$ cat src/design/ntc_thermistor_scan_convert_defines.svh
// Assertion macros shared by the ntcsc design files.
`ifndef NTC_THERMISTOR_SCAN_CONVERT_DEFINES_SVH
`define NTC_THERMISTOR_SCAN_CONVERT_DEFINES_SVH
`ifndef SYNTHESIS
// same-cycle implication
`define NTCSC_ASSERT_IMP(label, clk, rst_n, ante, cons) \
    label: assert property (@(posedge clk) disable iff (!rst_n) (ante) |-> (cons)) \
        else $error("ntcsc check failed");
// next-cycle implication
`define NTCSC_ASSERT_NXT(label, clk, rst_n, ante, cons) \
    label: assert property (@(posedge clk) disable iff (!rst_n) (ante) |=> (cons)) \
        else $error("ntcsc check failed");
`else
`define NTCSC_ASSERT_IMP(label, clk, rst_n, ante, cons)
`define NTCSC_ASSERT_NXT(label, clk, rst_n, ante, cons)
`endif
`endif

$ cat src/design/ntcsc_pkg.sv
// Shared constants, codes and types of the thermistor scan converter.
package ntcsc_pkg;

    // configuration
    localparam int MUX_TOTAL     = 4;
    localparam int LINES_PER_MUX = 8;
    localparam int ADC_BITS      = 12;

    // port field widths
    localparam int MUX_W      = 2;
    localparam int SEL_W      = 3;
    localparam int ADC_W      = 12;
    localparam int IDX_W      = 5;
    localparam int TEMP_W     = 8;
    localparam int SPM_W      = 4;
    localparam int UNPOP_W    = 24;
    localparam int CFG_IDX_W  = 1;
    localparam int CFG_DATA_W = 24;
    localparam int MUX_SLOTS  = 4;   // mux slots covered by the unpopulated-line register

    localparam int TBL_DEPTH = 2 ** ADC_BITS;
    localparam logic [ADC_BITS-1:0] FULL_SCALE = {ADC_BITS{1'b1}};

    typedef enum logic [CFG_IDX_W-1:0] {
        CFG_UNPOP = 1'b0,
        CFG_SPM   = 1'b1
    } t_cfg_reg;

    localparam logic [SPM_W-1:0] SPM_RESET = 4'd6;

    // converter constants
    localparam int V_W = 26;                              // divider products p, q
    localparam logic [V_W-1:0] R_NOMINAL = 26'd10000;
    localparam logic [V_W-1:0] R_ADJUST  = 26'd850;
    localparam logic [29:0]    LN2_Q30   = 30'd744261118;
    localparam logic [14:0]    K_BETA_T0 = 15'd29815;     // 298.15 K scaled by 100
    localparam logic [14:0]    K_ZERO_C  = 15'd27315;     // 273.15 K scaled by 100
    localparam logic [63:0]    D_BASE    = 64'd393000 << 28;
    localparam logic [63:0]    NUM_BASE  = (64'd100 * 64'd3930 * 64'd29815) << 28;

    localparam logic signed [TEMP_W-1:0] TEMP_SHORT = -8'sd60;
    localparam logic signed [TEMP_W-1:0] TEMP_OPEN  = 8'sh80;

    // divider steps per request
    localparam int DIV_STEP_W = 6;
    localparam int DIV_Q_W    = 32;
    localparam logic [DIV_STEP_W-1:0] Z_STEPS   = 6'd29;
    localparam logic [DIV_STEP_W-1:0] QUO_STEPS = 6'd8;

    typedef struct packed {
        logic                  short_flag;
        logic signed [TEMP_W-1:0] temp;
    } t_tbl_ent;

    typedef struct packed {
        logic                en;
        logic [ADC_BITS-1:0] addr;
        t_tbl_ent            data;
    } t_tbl_wr;

    typedef struct packed {
        logic                  start;
        logic [63:0]           dividend;
        logic [63:0]           divisor;   // already aligned to the top quotient bit
        logic [DIV_STEP_W-1:0] steps;
    } t_div_req;

    typedef struct packed {
        logic               busy;
        logic               done;
        logic [DIV_Q_W-1:0] quo;
    } t_div_rsp;

    typedef enum logic [4:0] {
        FILL_SETUP,
        FILL_NORM,
        FILL_ZREQ,
        FILL_ZWAIT,
        FILL_ZSQ,
        FILL_TCHK,
        FILL_TREQ,
        FILL_TWAIT,
        FILL_TMUL,
        FILL_LNEND,
        FILL_D0,
        FILL_MULD,
        FILL_D1,
        FILL_MULN,
        FILL_N1,
        FILL_N2,
        FILL_N3,
        FILL_N4,
        FILL_QWAIT,
        FILL_WR,
        FILL_DONE
    } t_fill_st;

endpackage

$ cat src/design/ntcsc_div.sv
// Restoring divider, one quotient bit per cycle.
module ntcsc_div import ntcsc_pkg::*; (
    input  logic     i_clk,
    input  logic     i_rst_n,
    input  t_div_req i_req,
    output t_div_rsp o_rsp
);

    logic                  r_busy;
    logic                  r_done;
    logic [DIV_STEP_W-1:0] r_cnt;
    logic [63:0]           r_rem;
    logic [63:0]           r_dvs;
    logic [DIV_Q_W-1:0]    r_quo;
    logic                  w_ge;

    assign w_ge = (r_rem >= r_dvs);

    always_ff @(posedge i_clk) begin
        if (!i_rst_n) begin
            r_busy <= 1'b0;
            r_done <= 1'b0;
            r_cnt  <= '0;
        end else begin
            r_done <= 1'b0;
            if (i_req.start) begin
                r_busy <= 1'b1;
                r_cnt  <= i_req.steps;
            end else if (r_busy) begin
                r_cnt <= r_cnt - 1'b1;
                if (r_cnt == DIV_STEP_W'(1)) begin
                    r_busy <= 1'b0;
                    r_done <= 1'b1;
                end
            end
        end
    end

    always_ff @(posedge i_clk) begin
        if (i_req.start) begin
            r_rem <= i_req.dividend;
            r_dvs <= i_req.divisor;
            r_quo <= '0;
        end else if (r_busy) begin
            r_rem <= w_ge ? (r_rem - r_dvs) : r_rem;
            r_dvs <= r_dvs >> 1;
            r_quo <= {r_quo[DIV_Q_W-2:0], w_ge};
        end
    end

    assign o_rsp.busy = r_busy;
    assign o_rsp.done = r_done;
    assign o_rsp.quo  = r_quo;

endmodule

$ cat config.mk
export PLATFORM = sky130hd
export DESIGN_NAME = ntcsc_div
export DESIGN_NICKNAME = d
export VERILOG_FILES = /design/src/design/ntc_thermistor_scan_convert_defines.svh /design/src/design/ntcsc_pkg.sv /design/src/design/ntcsc_div.sv
export SDC_FILE = /design/constraint.sdc
export NUM_CORES = 1
export LEC_CHECK = 0
export ABC_AREA = 1
export BUFFER_PORTS_ARGS = -buffer_cell sky130_fd_sc_hd__buf_2
export CORE_ASPECT_RATIO = 0.5
export CORE_MARGIN = 2
export CORE_UTILIZATION = 45
export CTS_CLUSTER_DIAMETER = 60
export DETAILED_ROUTE_END_ITERATION = 7
export PLACE_DENSITY = 0.61
export SLEW_MARGIN = 25
export SYNTH_ARGS = -nofsm -noshare
export SYNTH_HDL_FRONTEND = slang
export SYNTH_SLANG_ARGS = --single-unit
$ cat constraint.sdc
create_clock -name i_clk -period 4.4 [get_ports i_clk]
set_input_delay 0.44 -clock i_clk [delete_from_list [all_inputs] [get_ports i_clk]]
set_output_delay 0.44 -clock i_clk [all_outputs]
set_load 0.1 [all_outputs]
==> results of run 1 <==
[per-layer routing]
metal	vias to the layer above	wire length (µm)	part of all wire [%]	GRT usage [%]
met5	-	0	0	0
met4	0	359	0.95	4.977
met3	27	3385	9.0	7.489
met2	338	14200	38	35.47
met1	5428	19770	52	39.29
li1	6345	-	-	-
[layout make-up]
class / instances / area [µm²] / share of cell area, %
Multi-Input combinational cell: 1329 / 6362 / 43.72
Sequential cell: 168 / 4644 / 31.91
Inverter: 425 / 1597 / 10.97
Timing Repair Buffer: 177 / 909.6 / 6.250
Tap cell: 382 / 478.0 / 3.284
Clock buffer: 20 / 456.7 / 3.138
Clock inverter: 12 / 103.9 / 0.7135
Antenna cell: 1 / 2.502 / 0.01719
[state kept, by name, indices dropped and copies added (netlist names)]
register,flops
r_dvs,64
r_rem,64
r_quo,32
r_cnt,6
r_busy,1
r_done,1
[worst register-to-register path, delay by kind of cell (launching register included)]
kind                       cells  cell delay, ns
and+or+nand+nor               10            1.36
DFF                            1            0.38
buffers and inverters          1            0.68
adders and majority gates      1            0.38
[power groups by stage]
stage / combinational, mW / sequential, mW / clock, mW
2_1_floorplan: 2.25 / 2.10 / 0
3_3_place_gp: 3.14 / 2.10 / 0
3_5_place_dp: 3.16 / 2.11 / 0
4_1_cts: 3.17 / 2.07 / 1.49
5_1_grt: 3.62 / 2.09 / 1.57
6_report: 3.23 / 2.07 / 1.47
[cell families after synthesis]
group | synth area share, %
flip-flops | 36.39
XOR/XNOR | 1.578
AO/OA/AOI/OAI | 7.618
buffers and inverters | 13.77
adder cells (fa/ha/maj) | 6.627
AND/OR/NAND/NOR | 34.01
[cells in the final DEF, fill, tap and decap left out, types with 3 or more instances in the layout]
master / synthesis / final
nand2_1: 782 / 781
inv_1: 423 / 422
buf_2: 13 / 169
edfxtp_1: 128 / 128
nor2_1: 106 / 106
o21ai_0: 87 / 87
nand3_1: 86 / 86
ha_1: 66 / 66
a21oi_1: 49 / 49
dfxtp_1: 40 / 40
o22ai_1: 29 / 29
xnor2_1: 21 / 21
clkbuf_16: 0 / 17
nand2_2: 13 / 14
nor2_2: 12 / 12
nor3_1: 12 / 12
o21ai_1: 12 / 12
nand4_1: 12 / 12
nand3b_1: 9 / 9
nand3_2: 7 / 7
buf_4: 2 / 7
or2_2: 6 / 6
nor3_2: 5 / 5
inv_6: 0 / 5
nor4_2: 3 / 3
a31oi_1: 3 / 3
clkinv_4: 0 / 3
[stage by stage]
step	hold WS (ns)	cell area [µm²]	worst slack, ns
detailed placement	0.4531	13990	1.230
global route	0.2267	14550	0.8963
floorplan	0.4608	12760	0.9004
CTS	0.2107	14550	1.218
finish	0.2304	14550	1.139
global placement	0.4372	13990	1.319
[how the worst max path moves through the flow]
stage	startpoint	end	depth (start not counted)
floorplan	r_rem[0]	r_rem[0]	16
global placement	r_rem[22]	r_rem[28]	12
detailed placement	r_rem[20]	r_rem[25]	12
CTS	r_rem[20]	r_rem[30]	12
global route	r_dvs[20]	r_rem[28]	13
finish	r_rem[22]	r_rem[30]	12
==> impl_metrics.json, run 1 <==
{
  "drv_cap": 0,
  "holdPathStages": 3,
  "synth_area_um2": 12760,
  "peakVddDrop_v": 0.0002954,
  "grt_start_max_net_pins": 105,
  "slowest_stage": "buf_4",
  "fin_worst_skew_ns": 0.01249,
  "hold_path_startpoint": "i_rst_n",
  "async_flop_share_pct": 0,
  "wl_per_cell_um": 15.00,
  "synth_most_common_cell": "nand2_1",
  "rr_worst_depth": 12,
  "synth_top_area_share_pct": 30.12,
  "power_density_nw_per_um2": 464.7,
  "hold_class": "in2reg",
  "comb_power_share_pct": 47.7,
  "rsz0062_at_grt": "false",
  "tightestPinTransition_ns": 0.9288,
  "reg2reg_slack_ns": 1.14,
  "hold_violations": 0,
  "synth-seq-cells": 168,
  "antenna_found_initial": 1,
  "worstSetupStartpointType": "flop",
  "drt-initial-drc-count": 1034,
  "seqPwrFrac_pct": 30.6,
  "grtUsageTotal_pct": 25.72,
  "post-cts-setup-buffers": 0,
  "critPathRequiredTime_ns": 4.47,
  "io_buffer_count": 170,
  "die-width_um": 242.2,
  "die-area_um2": 29810,
  "place_hpwl_mm": 30.50,
  "grt_pass1_wl_mm": 58.99,
  "min_to": "r_cnt[1]",
  "ios": 171,
  "r2r_end": "r_rem[30]",
  "p_total_mw": 6.764,
  "ant_nets": 0,
  "crit_fanout": 64,
  "max_freq_mhz": 306.7,
  "sw_frac_of_total_pct": 43.93,
  "fin_crit_sh_pct": 74.11,
  "cts_root_buf": "clkbuf_16",
  "fp.dieH_um": 123.1,
  "critPathBufInv": 1,
  "ys_warn_count": 0,
  "drtPass1Iterations": 6,
  "area_growth_pct": 14.04,
  "synth_nets": 2163,
  "num_rows": 43,
  "yosys-top-cells-count": "782 x nand2_1, 423 x inv_1, 128 x edfxtp_1",
  "finish.utilization_pct": 52.32,
  "crit_family": "simple AND/OR/NAND/NOR gates",
  "outcome": "finished clean",
  "timing.setup.tns_ns": 0,
  "drc": 0,
  "htreeDepth": 4,
  "layout.cells.non_filler": 2514,
  "initial_core_util_pct": 45.88,
  "ys_types": 35,
  "grt_overflow": 0,
  "ctsHoldBuffers": 0,
  "seq_area_frac_synth_pct": 36.39,
  "synthCells": 1959,
  "clock_latency_ns": 0.45,
  "slew_viol_final": 0,
  "r2r_start": "r_rem[22]",
  "p_leak_nw": 7.919,
  "yosys.area.top_type": "edfxtp_1",
  "crit_top_cell": "nand2_1",
  "routed-via-count": 12140,
  "fp.coreArea_um2": 27820,
  "via_per_inst": 4.828,
  "cts_resized": 0,
  "fin_crit_ns": 3.261,
  "arrival_ns": 3.33,
  "drt-total-wl_mm": 37.72,
  "worst_path_largest_cell_delay_ns": 0.68,
  "place_congestion": 0.9752,
  "numCtsBuffers": 17,
  "final_layout_size_suffix_gt1_share_pct": 12.11,
  "clk_transition_reported_paths_ns": 0.07,
  "endpoint_kind": "flop",
  "syn_avg_cell_area_um2": 6.515,
  "cts_tree": "yes",
  "synthTopCellsByArea": "edfxtp_1 30%, nand2_1 23%, inv_1 12%, ha_1 6.5%, dfxtp_1 6.3%",
  "setup_viol": 0,
  "synth_ff_type": "edfxtp_1",
  "fillers": 2967,
  "p_clk_share_pct": 21.7,
  "slew_headroom_pct": 38.08,
  "cp_cell_sequence": "ha_1, nand2_1, nor2_1, nand2_1, nor2_1, nand4_1, nand3_1, nand2_1, nand2_1, nand2_1, nand2_2, buf_4",
  "fin_nets": 2322,
  "grt_pass1_vias": 11010,
  "p_int_mw": 3.792,
  "setup.worst_path.class": "reg2reg",
  "cts_max_path_buffers": 2,
  "cts_sinks": 168,
  "dp.cells": 2481,
  "synth_edf_count": 128,
  "power.switching_mw": 2.972
}
Note: power is estimated with default switching activity, not from simulation.
==> run 2: changes to the inputs <==
--- a/config.mk
+++ b/config.mk
@@ -5,14 +5,14 @@
 export SDC_FILE = /design/constraint.sdc
 export NUM_CORES = 1
 export LEC_CHECK = 0
-export ABC_AREA = 1
+export ABC_AREA = 0
 export BUFFER_PORTS_ARGS = -buffer_cell sky130_fd_sc_hd__buf_2
 export CORE_ASPECT_RATIO = 0.5
 export CORE_MARGIN = 2
 export CORE_UTILIZATION = 45
 export CTS_CLUSTER_DIAMETER = 60
 export DETAILED_ROUTE_END_ITERATION = 7
-export PLACE_DENSITY = 0.61
+export PLACE_DENSITY = 0.64
 export SLEW_MARGIN = 25
 export SYNTH_ARGS = -nofsm -noshare
 export SYNTH_HDL_FRONTEND = slang
==> constraint.sdc (replaced) <==
create_clock -name i_clk -period 2.9 [get_ports i_clk]
set_input_delay 0.29 -clock i_clk [delete_from_list [all_inputs] [get_ports i_clk]]
set_output_delay 0.29 -clock i_clk [all_outputs]
set_load 0.1 [all_outputs]
==> run 2 against run 1 <==
The run now ends with setup timing left. Power increased by 87%. Hold slack worse by 0.17 ns. Non-clock buffer count up 191. Critical path depth increased by 2. Clock power grew 64%. Global-route usage is 1.5 points lower. Die area fell by 13%. Cell count is 23% lower. Worst setup slack got worse by 1.4 ns. Synthesized cell count shrank 35%. First-iteration DRC count down 20%. Register-to-register slack lost 1.4 ns.
==> impl_metrics.json, run 2 <==
{
  "outcome": "finished with violations",
  "violations": "setup timing",
  "fillers": 2076,
  "fin_worst_skew_ns": 0.02030,
  "drv_cap": 0,
  "placedInstanceArea_um2": 13520,
  "numCtsBuffers": 17,
  "num_rows": 40,
  "via_per_inst": 5.374,
  "synth_ff_type": "edfxtp_1",
  "reg_top3": "r_dvs: 64 flops, r_rem: 64 flops, r_quo: 32 flops",
  "fp.dieH_um": 114.8,
  "slew_viol_final": 0,
  "wl_per_cell_um": 16.41,
  "die-area_um2": 25920,
  "async_flop_share_pct": 0,
  "antenna_cells": 0,
  "final_cell_area_um2": 15210,
  "ant_nets": 0,
  "ys_types": 77,
  "clock_latency_ns": 0.47,
  "crit_fanout": 22,
  "yosys-top-cells-count": "202 x nand2_1, 148 x o21ai_0, 128 x edfxtp_1",
  "synth_top_area_share_pct": 34.76,
  "yosys.area.top_type": "edfxtp_1",
  "max_freq_mhz": 317.6,
  "slew_headroom_pct": 39.16,
  "p_total_mw": 12.65,
  "clk_transition_reported_paths_ns": 0.08,
  "syn_avg_cell_area_um2": 8.727,
  "peakVddDrop_v": 0.0004371,
  "cts_root_buf": "clkbuf_16",
  "cts_tree": "yes",
  "initial_core_util_pct": 45.93,
  "final_common_cell": "nand2_1",
  "final_layout_size_suffix_gt1_share_pct": 33.54,
  "drt-initial-drc-count": 826,
  "hold_violations": 0,
  "dp.cells": 1878,
  "io_buffer_count": 170,
  "drtPass1Iterations": 5,
  "grtUsageTotal_pct": 24.27,
  "arrival_ns": 3.36,
  "tightestPinTransition_ns": 0.9126,
  "setup_viol": 96,
  "critPathBufInv": 3,
  "critPathRequiredTime_ns": 3.11,
  "layout.cells.non_filler": 1928,
  "cts_max_path_buffers": 2,
  "hold_ws_ns": 0.05839,
  "endpoint_kind": "flop",
  "place_congestion": 0.9008,
  "ys_warn_count": 0,
  "setup.worst_path.class": "reg2reg",
  "synth_most_common_cell": "nand2_1",
  "hold_class": "in2reg",
  "fp.coreArea_um2": 24070,
  "synthCells": 1267,
  "grt_overflow": 0,
  "grt_pass1_wl_mm": 49.70,
  "grt_start_max_net_pins": 111,
  "htreeDepth": 4,
  "ios": 171,
  "seq_area_frac_synth_pct": 42.01,
  "area_growth_pct": 37.60,
  "worstSetupStartpointType": "flop",
  "crit_family": "compound AO/OA/AOI/OAI gates",
  "p_leak_nw": 6.685,
  "slowest_stage": "edfxtp_1",
  "synth_area_um2": 11060,
  "fin_crit_sh_pct": 108.6,
  "cts_sinks": 168,
  "setup_ws_ns": -0.2486,
  "synth_nets": 1471,
  "worst_path_largest_cell_delay_ns": 0.37,
  "rsz0062_at_grt": "true",
  "fin_nets": 1783,
  "drc": 0,
  "synthTopCellsByArea": "edfxtp_1 35%, ha_1 7.5%, dfxtp_1 7.2%, nand2_1 6.9%, o21ai_0 6.7%",
  "drt-total-wl_mm": 31.65,
  "die-width_um": 225.7,
  "power_density_nw_per_um2": 831.5,
  "layout_common_cells": "192 x nand2_1, 176 x buf_4, 169 x buf_2",
  "grt_pass1_vias": 9969,
  "synth-seq-cells": 168,
  "antenna_found_initial": 1,
  "synth_edf_count": 128,
  "fin_crit_ns": 3.149,
  "place_hpwl_mm": 23.07,
  "routed-via-count": 10360,
  "cp_cell_sequence": "inv_1, ha_2, inv_2, fa_2, a21oi_4, o2bb2ai_4, a221oi_4, a21oi_2, nor2_2, and4_4, nor3_4, o2111ai_4, nand2_8, buf_16"
}
[run 2: final timing paths]
kind,slack [ns],depth (start not counted),startpoint,end
worst min-delay path,0.06,2,i_req[3],r_cnt[3]
worst max register to register,-0.25,14,r_rem[0],r_rem[43]
worst max-delay path,-0.25,14,r_rem[0],r_rem[43]
worst min register to register,0.52,2,r_quo[31],r_quo[31]
[run 2: metal layers]
| layer | routed length, µm | GRT usage [%] | up-vias |
|---|---|---|---|
| li1 | - | - | 5146 |
| met1 | 15070 | 33.47 | 4902 |
| met2 | 14260 | 38.48 | 277 |
| met3 | 1805 | 5.392 | 36 |
| met4 | 509 | 7.196 | 0 |
| met5 | 0 | 0 | - |
[run 2: what timing repair did]
| item | 4_1_cts | 5_1_grt |
|---|---|---|
| pin swaps | 39 | 40 |
| buffers inserted | 12 | 8 |
| endpoints found under the setup margin | 98 | 107 |
| resized for setup | 92 | 95 |
| hold buffers | 0 | 0 |
| gates cloned | 0 | 2 |
[run 2: logic make-up (layout without fill, tap and decap cells)]
kind of cell	Yosys count	after routing	synth area share [%]
AO/OA/AOI/OAI	378	378	21.19
adder cells (fa/ha/maj)	67	67	7.650
XOR/XNOR	52	52	4.119
AND/OR/NAND/NOR	409	409	16.44
multiplexers	34	34	3.101
buffers and inverters	159	484	5.488
flip-flops	168	168	42.01
[run 2: final cells by class]
cell class                      instances  area, µm²  share of cell area (%)
Clock buffer                           18      450.4                   2.961
Clock inverter                         14      180.2                   1.184
Inverter                               84      315.3                   2.072
Multi-Input combinational cell        940       6696                   44.01
Sequential cell                       168       4646                   30.53
Tap cell                              336      420.4                   2.763
Timing Repair Buffer                  368       2506                   16.47
[run 2: through the flow]
step,TNS [ns],setup WS [ns],util (%)
floorplan,-2.320,-0.03625,-
global placement,-21.52,-0.2906,56.15
detailed placement,-28.92,-0.3899,56.15
CTS,-10.76,-0.1749,60.87
global route,-30.68,-0.3792,63.20
finish,-17.38,-0.2486,63.20
[run 2: where the power goes]
part	switching [mW]	leakage [nW]	internal, mW
registers	0.178	1.62	3.15
logic	3.66	4.76	3.26
clock network	1.19	0.307	1.22
==> run 3: changes to the inputs <==
--- a/config.mk
+++ b/config.mk
@@ -7,12 +7,14 @@
 export LEC_CHECK = 0
 export ABC_AREA = 0
 export BUFFER_PORTS_ARGS = -buffer_cell sky130_fd_sc_hd__buf_2
+export CELL_PAD_IN_SITES_DETAIL_PLACEMENT = 0
+export CELL_PAD_IN_SITES_GLOBAL_PLACEMENT = 1
 export CORE_ASPECT_RATIO = 0.5
 export CORE_MARGIN = 2
-export CORE_UTILIZATION = 45
+export CORE_UTILIZATION = 40
 export CTS_CLUSTER_DIAMETER = 60
 export DETAILED_ROUTE_END_ITERATION = 7
-export PLACE_DENSITY = 0.64
+export PLACE_DENSITY = 0.74
 export SLEW_MARGIN = 25
 export SYNTH_ARGS = -nofsm -noshare
 export SYNTH_HDL_FRONTEND = slang
==> run 3 against run 2 <==
Cell count is 0.10% higher. The run still ends with setup timing left. Power is 3.2% lower. Global-route usage is 2.3 points lower. Fmax is 1.7% lower. Critical path depth is 1 lower. Clock skew is 0.0077 ns lower. Via count is 0.85% lower. First-iteration DRC count is 25% lower. Sequential share of layout area is 0.64 points higher. Largest cell class unchanged. Routed wire length is 0.52% lower.
==> impl_metrics.json, run 3 (same netlist as run 2, synthesis figures left out) <==
{
  "cts_tree": "yes",
  "max_freq_mhz": 312.1,
  "r2r_end": "r_rem[50]",
  "routed-via-count": 10270,
  "io_buffer_count": 170,
  "place_congestion": 0.8770,
  "fin_worst_skew_ns": 0.01262,
  "setup.worst_path.class": "reg2reg",
  "fp.dieH_um": 121.6,
  "timing.setup.tns_ns": -16.08,
  "drt-total-wl_mm": 31.48,
  "antenna_found_initial": 0,
  "ios": 171,
  "tightestPinTransition_ns": 0.6781,
  "cts_max_path_buffers": 2,
  "die-area_um2": 29070,
  "slew_headroom_pct": 54.38,
  "rr_worst_depth": 13,
  "htreeDepth": 4,
  "grt_pass1_vias": 10060,
  "reg_top3": "r_dvs: 64 flops, r_rem: 64 flops, r_quo: 32 flops",
  "num_rows": 42,
  "peakVddDrop_v": 0.0005278,
  "placedInstanceArea_um2": 13440,
  "slew_viol_final": 0,
  "numCtsBuffers": 17,
  "grt_overflow": 0,
  "power_density_nw_per_um2": 822.2,
  "critPathRequiredTime_ns": 3.12,
  "setup_ws_ns": -0.3038,
  "outcome": "finished with violations",
  "arrival_ns": 3.42,
  "worstSetupStartpointType": "flop",
  "cts_root_buf": "clkbuf_16",
  "final_cell_area_um2": 14900,
  "startpoint": "r_rem[0]",
  "clock_latency_ns": 0.46,
  "hold_ws_ns": 0.04746,
  "r2r_start": "r_rem[0]",
  "p_leak_nw": 6.607,
  "drv_cap": 0,
  "fin_crit_ns": 3.204,
  "grt_pass1_wl_mm": 50.40,
  "wl_per_cell_um": 16.31,
  "cts_sinks": 168,
  "grtUsageTotal_pct": 21.93,
  "place_hpwl_mm": 23.38,
  "fin_nets": 1769,
  "via_per_inst": 5.323,
  "fin_crit_sh_pct": 110.5,
  "fp.coreArea_um2": 26800,
  "ant_nets": 0,
  "drt-initial-drc-count": 617,
  "area_growth_pct": 34.76,
  "crit_fanout": 3,
  "grt_start_max_net_pins": 124,
  "hold_class": "in2reg",
  "final_layout_size_suffix_gt1_share_pct": 30.67,
  "rsz0062_at_grt": "true",
  "hold_path_startpoint": "i_req[3]",
  "clk_transition_reported_paths_ns": 0.08,
  "cp-endpoint": "r_rem[50]",
  "final_common_cell": "nand2_1",
  "layout_common_cells": "197 x nand2_1, 169 x buf_2, 160 x buf_4",
  "hold_violations": 0,
  "antenna_cells": 0,
  "endpoint_kind": "flop",
  "drc": 0,
  "drtPass1Iterations": 5,
  "initial_core_util_pct": 41.26,
  "reg2reg_slack_ns": -0.30,
  "setup_viol": 94,
  "violations": "setup timing",
  "die-width_um": 239.1
}
-- run 3: worst min-delay path by stage --
stage	endpoint	slack [ns]	depth (start not counted)
final	r_cnt[3]	0.05	2
after global routing	r_cnt[3]	0.04	2
after CTS	r_cnt[3]	0.03	2
after detailed placement	r_quo[31]	0.48	2
after global placement	r_quo[31]	0.47	2
after floorplan	r_cnt[2]	0.41	1
-- run 3: worst max-delay path, cell delays in order, from the launching register on --
cell	delay [ns]
edfxtp_1	0.36
inv_1	0.07
ha_2	0.19
inv_2	0.04
fa_2	0.36
a21oi_4	0.19
o2bb2ai_4	0.10
a221oi_4	0.36
a21oi_2	0.15
o21ai_2	0.26
a21oi_2	0.11
or2_4	0.27
a2111o_1	0.37
o221a_2	0.13
-- run 3: metal layers --
| layer | routed length [µm] | up-vias | global-route usage (%) |
|---|---|---|---|
| met3 | 1674 | 37 | 4.736 |
| met5 | 0 | - | 0 |
| met1 | 15110 | 4877 | 30.16 |
| li1 | - | 5122 | - |
| met4 | 556 | 0 | 6.367 |
| met2 | 14140 | 237 | 34.94 |
-- run 3: layout make-up --
type                       instances  area [µm²]
fill                            2431       11900
clock buffer                      17       425.4
multi-input combinational        940        6416
clock inverter                    15       191.4
tap                              352       440.4
sequential                       168        4646
timing repair buffer             354        2466
inverter                          84       315.3
-- run 3: stage by stage --
stage / instances / setup slack, ns / power [mW] / utilization [%]
2_1_floorplan: 1267 / -0.03625 / 6.855 / -
3_3_place_gp: 1877 / -0.3197 / 8.976 / 50.13
3_5_place_dp: 1877 / -0.4419 / 9.063 / 50.13
4_1_cts: 1929 / -0.2450 / 12.00 / 54.87
5_1_grt: 1930 / -0.4252 / 13.07 / 55.60
6_report: 1930 / -0.3038 / 12.25 / 55.60
-- run 3: where the power goes --
part           switching, mW  total [mW]  internal [mW]
combinational           3.50        6.58           3.08
clock                   1.20        2.38           1.18
sequential             0.149        3.29           3.14
total                   4.85        12.3           7.40
-- run 3: repair_timing --
item / in CTS / in global routing
hold buffers: 0 / 0
setup buffers: 16 / 9
cloned: 5 / 0
pin swaps: 37 / 29
endpoints found under the hold margin: 0 / 0
gates resized for setup: 81 / 56
setup endpoints to repair: 97 / 104
